==> src/hdl/nnps_pkg.sv <==
// Shared types and constants of the nearest neighbor pixel scaler.
package nnps_pkg;

    // Field widths fixed by the stream format
    localparam int PIXEL_W    = 32;
    localparam int CFG_IDX_W  = 2;
    localparam int CFG_DATA_W = 16;
    localparam int ACC_W      = 16;
    localparam int SWIDTH_W   = 11;

    // Configuration register indexes
    typedef enum logic [CFG_IDX_W-1:0] {
        CFG_STEP   = 2'd0,
        CFG_UNIT   = 2'd1,
        CFG_WIDTH  = 2'd2,
        CFG_HEIGHT = 2'd3
    } t_cfg_idx;

    // Input item kinds carried on tuser
    localparam logic KIND_PIXEL  = 1'b0;
    localparam logic KIND_REPLAY = 1'b1;

    // Register values after reset
    localparam logic [ACC_W-1:0]    RST_STEP   = 16'd100;
    localparam logic [ACC_W-1:0]    RST_UNIT   = 16'd100;
    localparam logic [SWIDTH_W-1:0] RST_WIDTH  = 11'd1024;
    localparam logic [ACC_W-1:0]    RST_HEIGHT = 16'd1024;

    // Current configuration as seen by the front end
    typedef struct packed {
        logic [ACC_W-1:0]    step;
        logic [ACC_W-1:0]    unit;
        logic [SWIDTH_W-1:0] width;
        logic [ACC_W-1:0]    height;
    } t_cfg;

endpackage

==> src/hdl/nnps_back.sv <==
// Copy engine: emits each queued pixel its count of times through an output register.
module nnps_back #(
    parameter int MAX_REPEAT = 16
) (
    input  logic                     i_clk,
    input  logic                     i_rst_n,
    input  logic                     i_empty,
    input  logic [nnps_pkg::PIXEL_W+$clog2(MAX_REPEAT+1):0] i_entry,
    output logic                     o_pop,
    output logic                     o_valid,
    input  logic                     i_ready,
    output logic [nnps_pkg::PIXEL_W-1:0] o_pixel,
    output logic                     o_last,
    output logic                     o_row_end
);

    import nnps_pkg::*;

    localparam int QB = $clog2(MAX_REPEAT + 1);

    logic [QB-1:0]      r_k;
    logic               r_valid;
    logic [PIXEL_W-1:0] r_pixel;
    logic               r_last;
    logic               r_row_end;
    logic [PIXEL_W-1:0] ent_pixel;
    logic [QB-1:0]      ent_cnt;
    logic               ent_flag;
    logic               free;
    logic               go;
    logic               last_copy;

    assign ent_pixel = i_entry[PIXEL_W-1:0];
    assign ent_cnt   = i_entry[PIXEL_W +: QB];
    assign ent_flag  = i_entry[PIXEL_W + QB];
    assign free      = !r_valid || i_ready;
    assign go        = free && !i_empty;
    assign last_copy = ((r_k + QB'(1)) == ent_cnt);
    assign o_pop     = go && last_copy;

    // Count copies of the head entry
    always_ff @(posedge i_clk) begin
        if (!i_rst_n) begin
            r_k     <= '0;
            r_valid <= 1'b0;
        end else begin
            if (go) begin
                r_k <= last_copy ? '0 : QB'(r_k + 1'b1);
            end
            if (free) begin
                r_valid <= !i_empty;
            end
        end
    end

    // Load the output register when it is free
    always_ff @(posedge i_clk) begin
        if (go) begin
            r_pixel   <= ent_pixel;
            r_last    <= last_copy;
            r_row_end <= last_copy && ent_flag;
        end
    end

    assign o_valid   = r_valid;
    assign o_pixel   = r_pixel;
    assign o_last    = r_last;
    assign o_row_end = r_row_end;

endmodule

==> config.mk <==
export PLATFORM = sky130hd
export DESIGN_NAME = nnps_back
export DESIGN_NICKNAME = d
export VERILOG_FILES = /design/src/hdl/nnps_pkg.sv /design/src/hdl/nnps_back.sv
export SDC_FILE = /design/constraint.sdc
export NUM_CORES = 1
export LEC_CHECK = 0
export ABC_AREA = 0
export CORE_UTILIZATION = 45
export CTS_BUF_LIST = sky130_fd_sc_hd__clkbuf_4 sky130_fd_sc_hd__clkbuf_8
export CTS_CLUSTER_DIAMETER = 120
export DETAILED_ROUTE_END_ITERATION = 8
export DONT_BUFFER_PORTS = 1
export SLEW_MARGIN = 20
export SYNTH_ARGS = -nofsm -noshare
export SYNTH_HDL_FRONTEND = slang
export SYNTH_SLANG_ARGS = --single-unit
==> constraint.sdc <==
create_clock -name i_clk -period 4.5 [get_ports i_clk]
set_clock_uncertainty 0.2 [all_clocks]
set_input_delay 0.225 -clock i_clk [delete_from_list [all_inputs] [get_ports i_clk]]
set_output_delay 0.225 -clock i_clk [all_outputs]
set_load 0.1 [all_outputs]
==> out/qor.txt <==
status = complete, no violations
register share of total power = 71.6%
Syn Inst Count = 82
first-pass GRT wire length = 3746 um
Metal-1 WL = 892 um
vias per inst = 5.035
WL met2 = 1381 um
internal power = 516.8 uW
syn_area_per_cell = 17.55 um^2
Final Slew Violations = 0
drc violations = 0
vias = 861
Routed WL = 2603 um
Worst path slowest cell = nor2_2
area leader, netlist = edfxtp_1
Slew @ Worst Pin = 1.054 ns
I/O Buffers = 0
Critical Path AT = 2.63 ns
Max IR drop VDD = 306.0 uV
Post-synth top cells = edfxtp_1, dfxtp_1, a21boi_1, nand2_1, nand3_1
Reg clk slew, reported paths = 0.12 ns
ranking of synthesized cells by area = edfxtp_1, dfxtp_1, a21boi_1
Max clock buf depth = 2
Die Ht = 58.55 um
slew margin rel. = 29.68%
post-CTS sizing = 0
Leak = 0.6761 nW
1st-pass router iterations = 4
worst path bufs/invs = 0
Antenna Cells = 0
unrepaired setup endpoints after global routing = false
DPL Wire Length = 1575 um
Critical Path RT = 4.07 ns
H-tree depth = 2
critical path class = register to output port
Filler cells = 250
Clk pwr share = 21.5%
Post-synth EDFFs = 34
TritonCTS clock tree = done
antenna violations before repair = 0
Fin. Hold Viols = 0
Routed met3 length = 262 um
Layout area overhead = 33.91%
Tightest Hold Check Type = primary input to register
post-synth top area share = 70.96%
Die Wd = 58.55 um
Starting Density = 47.13%
largest net degree at the start of global routing = 32
ys flop type = edfxtp_1
# setup viols final = 0
fin crit period = 3.057 ns
maxcap violations = 0
CTS root buffer = clkbuf_4
RD Place Congestion = 0.6917
crit path launch type = register
crit-path leading delay family = simple AND/OR/NAND/NOR gates
Power Total = 792.3 uW
Max Clock Freq = 327.1 MHz
# rows = 20
Critical Path Max Stage Delay = 0.84 ns
sequential share of the synthesized area = 79.30%
total gr overflow = 0
Skew-Pair Late Insertion Delay = 0.34 ns
cts bufs inserted = 5
Top Layer Used = met4
io pins = 78
asr flop ratio synth = 0%
CP max FO = 6
Pwr Density = 411.2 nW/um^2
first-iteration detailed-routing DRC count = 23
vias in the first global route = 819
NetSw = 275.5 uW
Total GRT Usage = 15.77%
Net Sw Frac = 34.78%
#FFs+latches synth = 40
Comb power frac = 6.9%
DRT antenna net count = 0
worst path cell trace = ha_1 > xor3_1 > nor3_2 > nand3_2 > nor2_2
core area = 3053 um^2
count leader, synth = edfxtp_1
syn nets = 125
critical path endpoint category = output port
synth unique cells = 24
die area = 3428 um^2
Ys Warns = 0
Post CTS Setup Buffer Count = 0
Setup TNS Final = 0 ns
Mapped Area = 1439 um^2
period utilization = 67.93%
layout cells sized above 1 = 11.02%
Nets = 169
clk sinks = 40
WL/cell = 15.22 um
==> logic make-up (layout without fill, tap and decap cells) <==
family          count (synthesis)  count (layout)  synth area share, %
compound gates                 10              10                4.609
xor+xnor                        7               7                6.348
buf+inv                         3              48               0.7819
fa+ha+maj                       1               1               0.8694
flops                          40              40                79.30
simple gates                   21              21                8.088
==> area by class of cell <==
type / count / area [um^2] / share of cell area (%)
Multi-Input combinational cell: 39 / 289.0 / 15.00
Clock buffer: 5 / 37.54 / 1.948
Tap cell: 44 / 55.05 / 2.857
Timing Repair Buffer: 38 / 377.9 / 19.61
Clock inverter: 3 / 18.77 / 0.9740
Inverter: 2 / 7.507 / 0.3896
Sequential cell: 40 / 1141 / 59.22
==> layer usage <==
layer	track usage, %	vias to the layer above
met5	0	-
met4	8.503	0
met3	7.253	8
met2	28.41	58
met1	14.73	405
li1	-	390
==> state kept, by name, indices dropped and copies added, names as in the netlist <==
register,flops
o_pixel,32
r_k,5
o_last,1
o_row_end,1
o_valid,1
==> per-stage QoR <==
stage	setup slack, ns	cells	cell area [um^2]	hold slack [ns]	util, %
2_1_floorplan	1.525	82	1439	0.1239	-
3_3_place_gp	1.909	126	1500	0.1239	49.14
3_5_place_dp	1.832	126	1500	0.1239	49.14
4_1_cts	1.437	171	1927	0.1522	63.11
5_1_grt	1.326	171	1927	0.1894	63.11
6_report	1.443	171	1927	0.1596	63.11
==> final timing paths <==
path / from / end / slack [ns] / cells past startpoint
max: r_k[0]$_SDFFE_PN0P_ / o_pop / 1.44 / 5
min reg2reg: r_k[1]$_SDFFE_PN0P_ / r_k[1]$_SDFFE_PN0P_ / 0.30 / 2
min: i_entry[32] / r_k[4]$_SDFFE_PN0P_ / 0.16 / 5
max reg2reg: o_valid$_SDFFE_PN0N_ / o_pixel[19]$_DFFE_PP_ / 1.99 / 4
==> worst reg2reg max path, delay by kind of cell (launching register included) <==
kind          cells  cell delay [ns]
buf+inv           2             0.54
simple gates      2             0.50
flops             1             0.99
==> cell usage in the layout (no fill, tap or decap), types with 2 or more instances in the layout <==
cell type and count:
nand2_1 5, and2_1 3, dlygate4sd3_1 37, dfxtp_1 6, nand2b_1 2, a21boi_1 5, clkinvlp_4 2, xnor2_2 2
xnor2_1 3, edfxtp_1 34, nand3_1 4, nor3_1 2, clkbuf_4 5, o21ai_1 2
==> repair_timing <==
item	in CTS	in global routing
setup endpoints to repair	0	0
hold endpoints to repair	39	0
hold buffers	37	0
==> power groups by stage <==
stage	combinational, mW	sequential [mW]	clock (mW)
5_1_grt	0.0590	0.569	0.193
6_report	0.0544	0.567	0.170
2_1_floorplan	0.0229	0.574	0
3_3_place_gp	0.0269	0.575	0
3_5_place_dp	0.0278	0.576	0
4_1_cts	0.0540	0.567	0.178
Power figures use the tool's default switching activity.
