### src/hdl/nnps_fifo.sv
// Short command queue between the front end and the copy engine.
module nnps_fifo #(
    parameter int WIDTH = 8,
    parameter int DEPTH = 4
) (
    input  logic             i_clk,
    input  logic             i_rst_n,
    input  logic             i_push,
    input  logic [WIDTH-1:0] i_data,
    output logic             o_full,
    input  logic             i_pop,
    output logic [WIDTH-1:0] o_data,
    output logic             o_empty
);

    localparam int PW = $clog2(DEPTH);
    localparam int CW = $clog2(DEPTH + 1);

    logic [WIDTH-1:0] r_mem [DEPTH];
    logic [PW-1:0]    r_wr_ptr;
    logic [PW-1:0]    r_rd_ptr;
    logic [CW-1:0]    r_count;
    logic             do_push;
    logic             do_pop;

    assign o_full  = (r_count == CW'(DEPTH));
    assign o_empty = (r_count == '0);
    assign o_data  = r_mem[r_rd_ptr];
    assign do_push = i_push && !o_full;
    assign do_pop  = i_pop && !o_empty;

    // Store entries
    always_ff @(posedge i_clk) begin
        if (do_push) begin
            r_mem[r_wr_ptr] <= i_data;
        end
    end

    // Advance pointers and fill count
    always_ff @(posedge i_clk) begin
        if (!i_rst_n) begin
            r_wr_ptr <= '0;
            r_rd_ptr <= '0;
            r_count  <= '0;
        end else begin
            if (do_push) begin
                r_wr_ptr <= PW'(r_wr_ptr + 1'b1);
            end
            if (do_pop) begin
                r_rd_ptr <= PW'(r_rd_ptr + 1'b1);
            end
            if (do_push && !do_pop) begin
                r_count <= CW'(r_count + 1'b1);
            end else if (do_pop && !do_push) begin
                r_count <= CW'(r_count - 1'b1);
            end
        end
    end

endmodule

### config.mk
export PLATFORM = sky130hd
export DESIGN_NAME = nnps_fifo
export DESIGN_NICKNAME = d
export VERILOG_FILES = /design/src/hdl/nnps_fifo.sv
export SDC_FILE = /design/constraint.sdc
export NUM_CORES = 1
export LEC_CHECK = 0
export BUFFER_PORTS_ARGS = -buffer_cell sky130_fd_sc_hd__clkbuf_2
export CORE_MARGIN = 2
export CORE_UTILIZATION = 45
export CTS_BUF_LIST = sky130_fd_sc_hd__clkbuf_2 sky130_fd_sc_hd__clkbuf_4 sky130_fd_sc_hd__clkbuf_8
export DETAILED_ROUTE_END_ITERATION = 12
export MAX_ROUTING_LAYER = met4
export PLACE_DENSITY = 0.77
export SYNTH_ARGS = -nofsm -noshare
export SYNTH_HDL_FRONTEND = slang
export SYNTH_SLANG_ARGS = --single-unit
### constraint.sdc
create_clock -name i_clk -period 2.8 [get_ports i_clk]
set_input_delay 0.56 -clock i_clk [delete_from_list [all_inputs] [get_ports i_clk]]
set_output_delay 0.56 -clock i_clk [all_outputs]
set_load 0.01 [all_outputs]
==> summary.md, run 1 <==
| Metric | Value |
|---|---|
| Relative contribution of combinational cells to total power | 0.270 |
| Floorplan die area | 4141 um^2 |
| Total nets after synthesis | 108 |
| Cts repair resizes | 0 |
| Num Clock Sinks | 41 |
| Ratio of routed vias to standard cells | 4.926 |
| Most common library cell in the layout ignoring fill and taps | sky130_fd_sc_hd__edfxtp_1 |
| WP data arrival | 1750 ps |
| Pin count of the biggest net entering global routing | 14 |
| First-pass iteration count of the detailed router | 4 |
| Fmax achieved | 433.6 MHz |
| Effective utilization at floorplan | 0.4799 |
| Clk pin slew, worst setup/hold paths | 110 ps |
| Final critical-path required period | 2306 ps |
| Number of buffers inserted by post-CTS setup repair | 0 |
| Yosys warns | 0 |
| Net total in the final layout | 133 |
| IO Pins | 22 |
| First DRT Iteration DRCs | 17 |
| CTS tree | built |
| Part of the power in the clock network | 0.178 |
| Vias in the first global route | 802 |
| Clock buffer count from CTS | 5 |
| Overall die width | 64.35 um |
| Outcome | completed |
| Kind of end point of the critical path | primary output |
| Maximum vdd ir drop | 0.0003912 V |
| Transition time of the tightest slew-check pin | 553.5 ps |
| Drc violations | 0 |
| Final clock skew | 8.145 ps |
| Total count of max-transition violations in the final report | 0 |
| Synthesized instance count | 90 |
| Detailed placement HPWL | 1679 um |
| Total via count in the routed design | 798 |
| Routed length per instance | 14.49 um |
| Layout cell share with drive strength beyond 1 | 0.3448 |
| # H-tree levels | 2 |
| Floorplan die height | 64.35 um |
| Top fanout value on the critical path | 8 |
| Layout-stage area growth over the synthesis result | 12.29% |
| First-pass GRT wire length | 3801 um |
| Top library cells by usage in the layout, fill and taps aside | sky130_fd_sc_hd__edfxtp_1 (32), sky130_fd_sc_hd__clkbuf_2 (21), sky130_fd_sc_hd__dfxtp_1 (9) |
| Gr usage total | 0.1332 |
| Total internal power | 1.070 mW |
| Hold Crit Class | input port to flip-flop |
| Total negative slack for setup checks | 0 ps |
| Number of non-filler instances in the completed layout | 162 |
| GP Congestion | 0.7490 |
| Number of buffer cells added on primary ports | 21 |
| Netlist area before placement | 1639 um^2 |
| Clock latency at the later pin of the worst-skew pair | 330 ps |
| Post-layout total power | 1.516 mW |
| Final worst-path cycle share | 0.8236 |
| Syn Area/Cell | 18.21 um^2 |
| Total core area | 3416 um^2 |
| Tightest slew margin relative to the limit | 0.6305 |
| Sw Share | 0.2941 |
| Switching power of the nets | 445.8 uW |
| # placed instances | 154 |
| Setup-failing EPs final | 0 |
| Routed Wire Length | 2347 um |
| Worst EP required | 2240 ps |
| Sequential cell area fraction in the yosys report | 0.6962 |
| Number of synthesized register bits | 41 |
| Power density of the placed cells | 823.5 nW/um^2 |
| RSZ-0062 raised after global routing | false |
| Number of max-cap violations | 0 |
| CTS root buf | sky130_fd_sc_hd__clkbuf_4 |
| Sequential share of power | 0.552 |
| # rows | 21 |
| Number of buffers added to fix hold violations after cts | 0 |
| Initial antenna violation count | 0 |
| Final number of hold-violating endpoints | 0 |
| Static Leak | 0.6652 nW |
| Overflow after GRT | 0 |
| Synth cell types | 23 |
| Diodes inserted | 0 |
| Max Root-Sink Buffers | 2 |
| Crit start category | flip-flop |
| Crit Path Class | flip-flop to primary output |
| Count of antenna-violating nets left after detailed routing | 0 |
[power groups by stage]
stage	logic, mW	registers (mW)	clock network, mW
after floorplan	0.333	0.801	0
after CTS	0.417	0.842	0.284
after global placement	0.400	0.849	0
after detailed placement	0.413	0.856	0
after global routing	0.454	0.855	0.305
final	0.409	0.836	0.270
[worst max-delay path, cell delays in order (launching register included)]
cell	delay, ps
sky130_fd_sc_hd__dfxtp_1	690
sky130_fd_sc_hd__mux4_2	580
sky130_fd_sc_hd__clkbuf_2	140
[stage by stage]
| stage | utilization | hold WS [ps] | instance area, um^2 | worst slack (ps) |
|---|---|---|---|---|
| 4_1_cts | 0.5388 | 422.2 | 1841 | 424.3 |
| 3_3_place_gp | 0.5227 | 481.2 | 1785 | 667.0 |
| 6_report | 0.5388 | 438.4 | 1841 | 493.9 |
| 5_1_grt | 0.5388 | 414.4 | 1841 | 349.4 |
| 2_1_floorplan | - | 467.7 | 1639 | 758.8 |
| 3_5_place_dp | 0.5227 | 501.5 | 1785 | 584.3 |
[synth_stat cells (all sizes together)]
cell type  number  area share
xnor2           3       0.016
or3             1      0.0038
nor3            1      0.0031
mux4            8        0.11
o31ai           1      0.0076
nor3b           1      0.0076
fa              1       0.012
ha              5       0.038
xor2            1      0.0053
clkbuf          1      0.0023
inv             3      0.0069
edfxtp         32        0.59
nor2b           2      0.0076
a21boi          1      0.0046
nand2           4      0.0092
buf             3       0.012
and2            8       0.031
o311ai          1      0.0053
o21ai           1      0.0031
dfxtp           9        0.11
mux2i           3       0.018
[path summary, 6_finish.rpt]
kind                             startpoint           to  slack [ps]  cells after the start
worst max-delay path              flip-flop    o_data[3]         490                      2
worst min-delay path              i_data[3]  r_mem[2][3]         440                      1
worst max register to register   r_count[0]   r_count[2]         640                      9
worst min register to register  r_wr_ptr[0]  r_wr_ptr[0]         510                      2
[metal layers]
layer  share of wire  track usage
met2            0.51       0.2096
met4           0.015      0.05585
met1            0.43       0.1523
met3           0.048      0.05282
met5               0            -
[sequential cells by signal (all words and copies together), names as in the netlist, named ones only]
| signal | count |
|---|---|
| r_mem | 32 |
| r_count | 3 |
| r_rd_ptr | 2 |
| r_wr_ptr | 2 |
[kinds of logic after synthesis]
family,Yosys count,synth area share
xor+xnor,4,0.02138
fa+ha+maj,6,0.05038
simple gates,17,0.06183
buf+inv,7,0.02137
flops,41,0.6962
compound gates,4,0.02061
mux,11,0.1282
[cell type report]
type	instances	area (um^2)
fillers	295	1575
flip-flops and latches	41	1141
multi-input cells	42	462.9
repair buffers	22	112.6
well taps	46	57.56
clock buffers	5	37.54
clock inverters	3	17.52
inverters	3	11.26
(Power assumes the default switching activity.)
==> inputs of run 2 (changes only) <==
==> constraint.sdc (replaced) <==
create_clock -name i_clk -period 2.4 [get_ports i_clk]
set_input_delay 0.48 -clock i_clk [delete_from_list [all_inputs] [get_ports i_clk]]
set_output_delay 0.48 -clock i_clk [all_outputs]
set_load 0.01 [all_outputs]
==> summary.md, run 2 (synthesis results as in run 1) <==
| Metric | Value |
|---|---|
| Total internal power | 1.358 mW |
| Fillers | 286 |
| Kind of end point of the critical path | flip-flop |
| Top register by number of flip-flops | r_mem |
| Number of cells on the worst reg-to-reg path | 7 |
| First-pass GRT wire length | 4002 um |
| Number of max-cap violations | 0 |
| CP max-delay cell | sky130_fd_sc_hd__dfxtp_1 |
| Cells along the critical path | o31ai_2 -> ha_1 -> inv_1 -> fa_1 -> xor2_1 -> or3_1 -> a21boi_1 |
| Vias in the first global route | 848 |
| Power density of the placed cells | 1005 nW/um^2 |
| Sw Share | 0.2762 |
| # rows | 21 |
| Switching power of the nets | 518.2 uW |
| Leading registers by flop count | r_mem (32), r_count (3) |
| Total negative slack for setup checks | 0 ps |
| Overflow after GRT | 0 |
| # placed instances | 155 |
| WHS Path Cells | 1 |
| Hold Crit Class | input port to flip-flop |
| Max reg flops | 32 |
| Top library cells by usage in the layout, fill and taps aside | sky130_fd_sc_hd__edfxtp_1 (32), sky130_fd_sc_hd__clkbuf_2 (21), sky130_fd_sc_hd__dfxtp_1 (9) |
| R2r startpoint | r_count[1] |
| Setup-failing EPs final | 0 |
| Max Root-Sink Buffers | 2 |
| Gr usage total | 0.1418 |
| Cell type group with the largest total delay on the critical path | adder cells |
| Final worst-path cycle share | 0.8821 |
| Total non-filler cell area in the finished layout | 1866 um^2 |
| CTS tree | built |
| Final clock skew | 9.047 ps |
| Maximum vdd ir drop | 0.0005638 V |
| Transition time of the tightest slew-check pin | 438.9 ps |
| Floorplan die area | 4141 um^2 |
| Clk pin slew, worst setup/hold paths | 110 ps |
| Number of buffers added to fix hold violations after cts | 0 |
| First-pass iteration count of the detailed router | 4 |
| Pin count of the biggest net entering global routing | 13 |
| Worst slack at placement | 306.2 ps |
| Number of buffers and inverters on the critical path | 1 |
| Top fanout value on the critical path | 6 |
| GP Congestion | 0.7721 |
| # H-tree levels | 2 |
| CTS root buf | sky130_fd_sc_hd__clkbuf_4 |
| Num Clock Sinks | 41 |
| Floorplan die height | 64.35 um |
| Relative contribution of combinational cells to total power | 0.277 |
| Final critical-path required period | 2117 ps |
| RSZ-0062 raised after global routing | false |
| Detailed placement HPWL | 1833 um |
| Routed length per instance | 15.41 um |
| Count of antenna-violating nets left after detailed routing | 0 |
| Total core area | 3416 um^2 |
| Total via count in the routed design | 816 |
| Drc violations | 0 |
| Routed Wire Length | 2496 um |
| Clock buffer count from CTS | 5 |
| WP data arrival | 2380 ps |
| Part of the power in the clock network | 0.219 |
| Crit Path Class | flip-flop to flip-flop |
| Diodes inserted | 0 |
| Worst reg2reg setup slack | 280 ps |
| Total count of max-transition violations in the final report | 0 |
| Most common library cell in the layout ignoring fill and taps | sky130_fd_sc_hd__edfxtp_1 |
| Placement Cell Area | 1793 um^2 |
| Number of buffers inserted by post-CTS setup repair | 0 |
| Clock latency at the later pin of the worst-skew pair | 340 ps |
| First DRT Iteration DRCs | 17 |
| Number of buffer cells added on primary ports | 21 |
| Sequential share of power | 0.504 |
| Number of non-filler instances in the completed layout | 162 |
| Overall die width | 64.35 um |
| Initial antenna violation count | 0 |
| Worst EP required | 2660 ps |
| Static Leak | 0.6805 nW |
| Longest individual stage delay on the worst path | 390 ps |
| Worst min-delay path endpoint | r_mem[0][3] |
| Net total in the final layout | 134 |
| IO Pins | 22 |
| Fmax achieved | 472.4 MHz |
| Hold_sp | i_data[3] |
| Layout-stage area growth over the synthesis result | 13.82% |
| Tightest slew margin relative to the limit | 0.7074 |
| Ratio of routed vias to standard cells | 5.037 |
| Final setup slack of the worst path | 283.1 ps |
| Effective utilization at floorplan | 0.4799 |
| Layout cell share with drive strength beyond 1 | 0.3448 |
| Crit start category | flip-flop |
| Outcome | completed |
| Final number of hold-violating endpoints | 0 |
| Capturing point of the worst reg2reg path | r_count[2] |
| Cts repair resizes | 0 |
[run 2: cell types whose count changed in the layout (fill, tap and decap cells not counted)]
cell                         change
sky130_fd_sc_hd__buf_4           +1
sky130_fd_sc_hd__bufinv_16       +1
sky130_fd_sc_hd__clkinv_2        -1
sky130_fd_sc_hd__clkinvlp_4      -1
[run 2: worst max path at each step]
| stage | start | endpoint | slack [ps] | depth (start not counted) |
|---|---|---|---|---|
| after global placement | r_count[1] | r_count[2] | 420 | 7 |
| final | r_count[1] | r_count[2] | 280 | 7 |
| after detailed placement | r_count[1] | r_count[2] | 310 | 7 |
| after CTS | r_count[1] | r_count[2] | 260 | 7 |
| after floorplan | r_count[0] | r_count[2] | 360 | 9 |
| after global routing | r_count[1] | r_count[2] | 160 | 7 |
[run 2: power by group through the flow]
| stage | logic, mW | clock network (mW) | registers [mW] |
|---|---|---|---|
| 2_1_floorplan | 0.389 | 0 | 0.935 |
| 3_3_place_gp | 0.515 | 0 | 0.952 |
| 3_5_place_dp | 0.529 | 0 | 0.963 |
| 4_1_cts | 0.532 | 0.427 | 0.948 |
| 5_1_grt | 0.573 | 0.449 | 0.958 |
| 6_report | 0.520 | 0.410 | 0.945 |
[run 2: per-layer routing]
layer  GRT usage  up-vias  routed length, um
li1            -      387                  -
met1      0.1452      403                993
met2      0.2461       21               1345
met3     0.04225        5                121
met4     0.07181        0                 36
met5           -        -                  0
[run 2: stage by stage]
| step | total power [mW] | utilization | hold WS [ps] |
|---|---|---|---|
| final | 1.876 | 0.5462 | 357.2 |
| after global routing | 1.980 | 0.5462 | 344.3 |
| after CTS | 1.907 | 0.5462 | 334.5 |
| after detailed placement | 1.492 | 0.5249 | 503.8 |
| after global placement | 1.467 | 0.5249 | 476.8 |
| after floorplan | 1.324 | - | 467.7 |
[run 2: cell type report]
class	count	area (um^2)	area share
Timing Repair Buffer	23	120.1	0.06439
Tap cell	46	57.56	0.03085
Inverter	3	11.26	0.006036
Multi-Input combinational cell	42	462.9	0.2482
Clock buffer	5	37.54	0.02012
Sequential cell	41	1141	0.6117
Clock inverter	2	35.03	0.01878
[run 2: worst reg2reg max path, delay by kind of cell, from the launching register on]
family	cells	cell delay, ps
AOI/OAI and AO/OA	2	500
xor gates and xnor gates	1	160
adders and majority gates	2	620
DFF	1	390
and+or+nand+nor	1	310
buffers and inverters	1	60
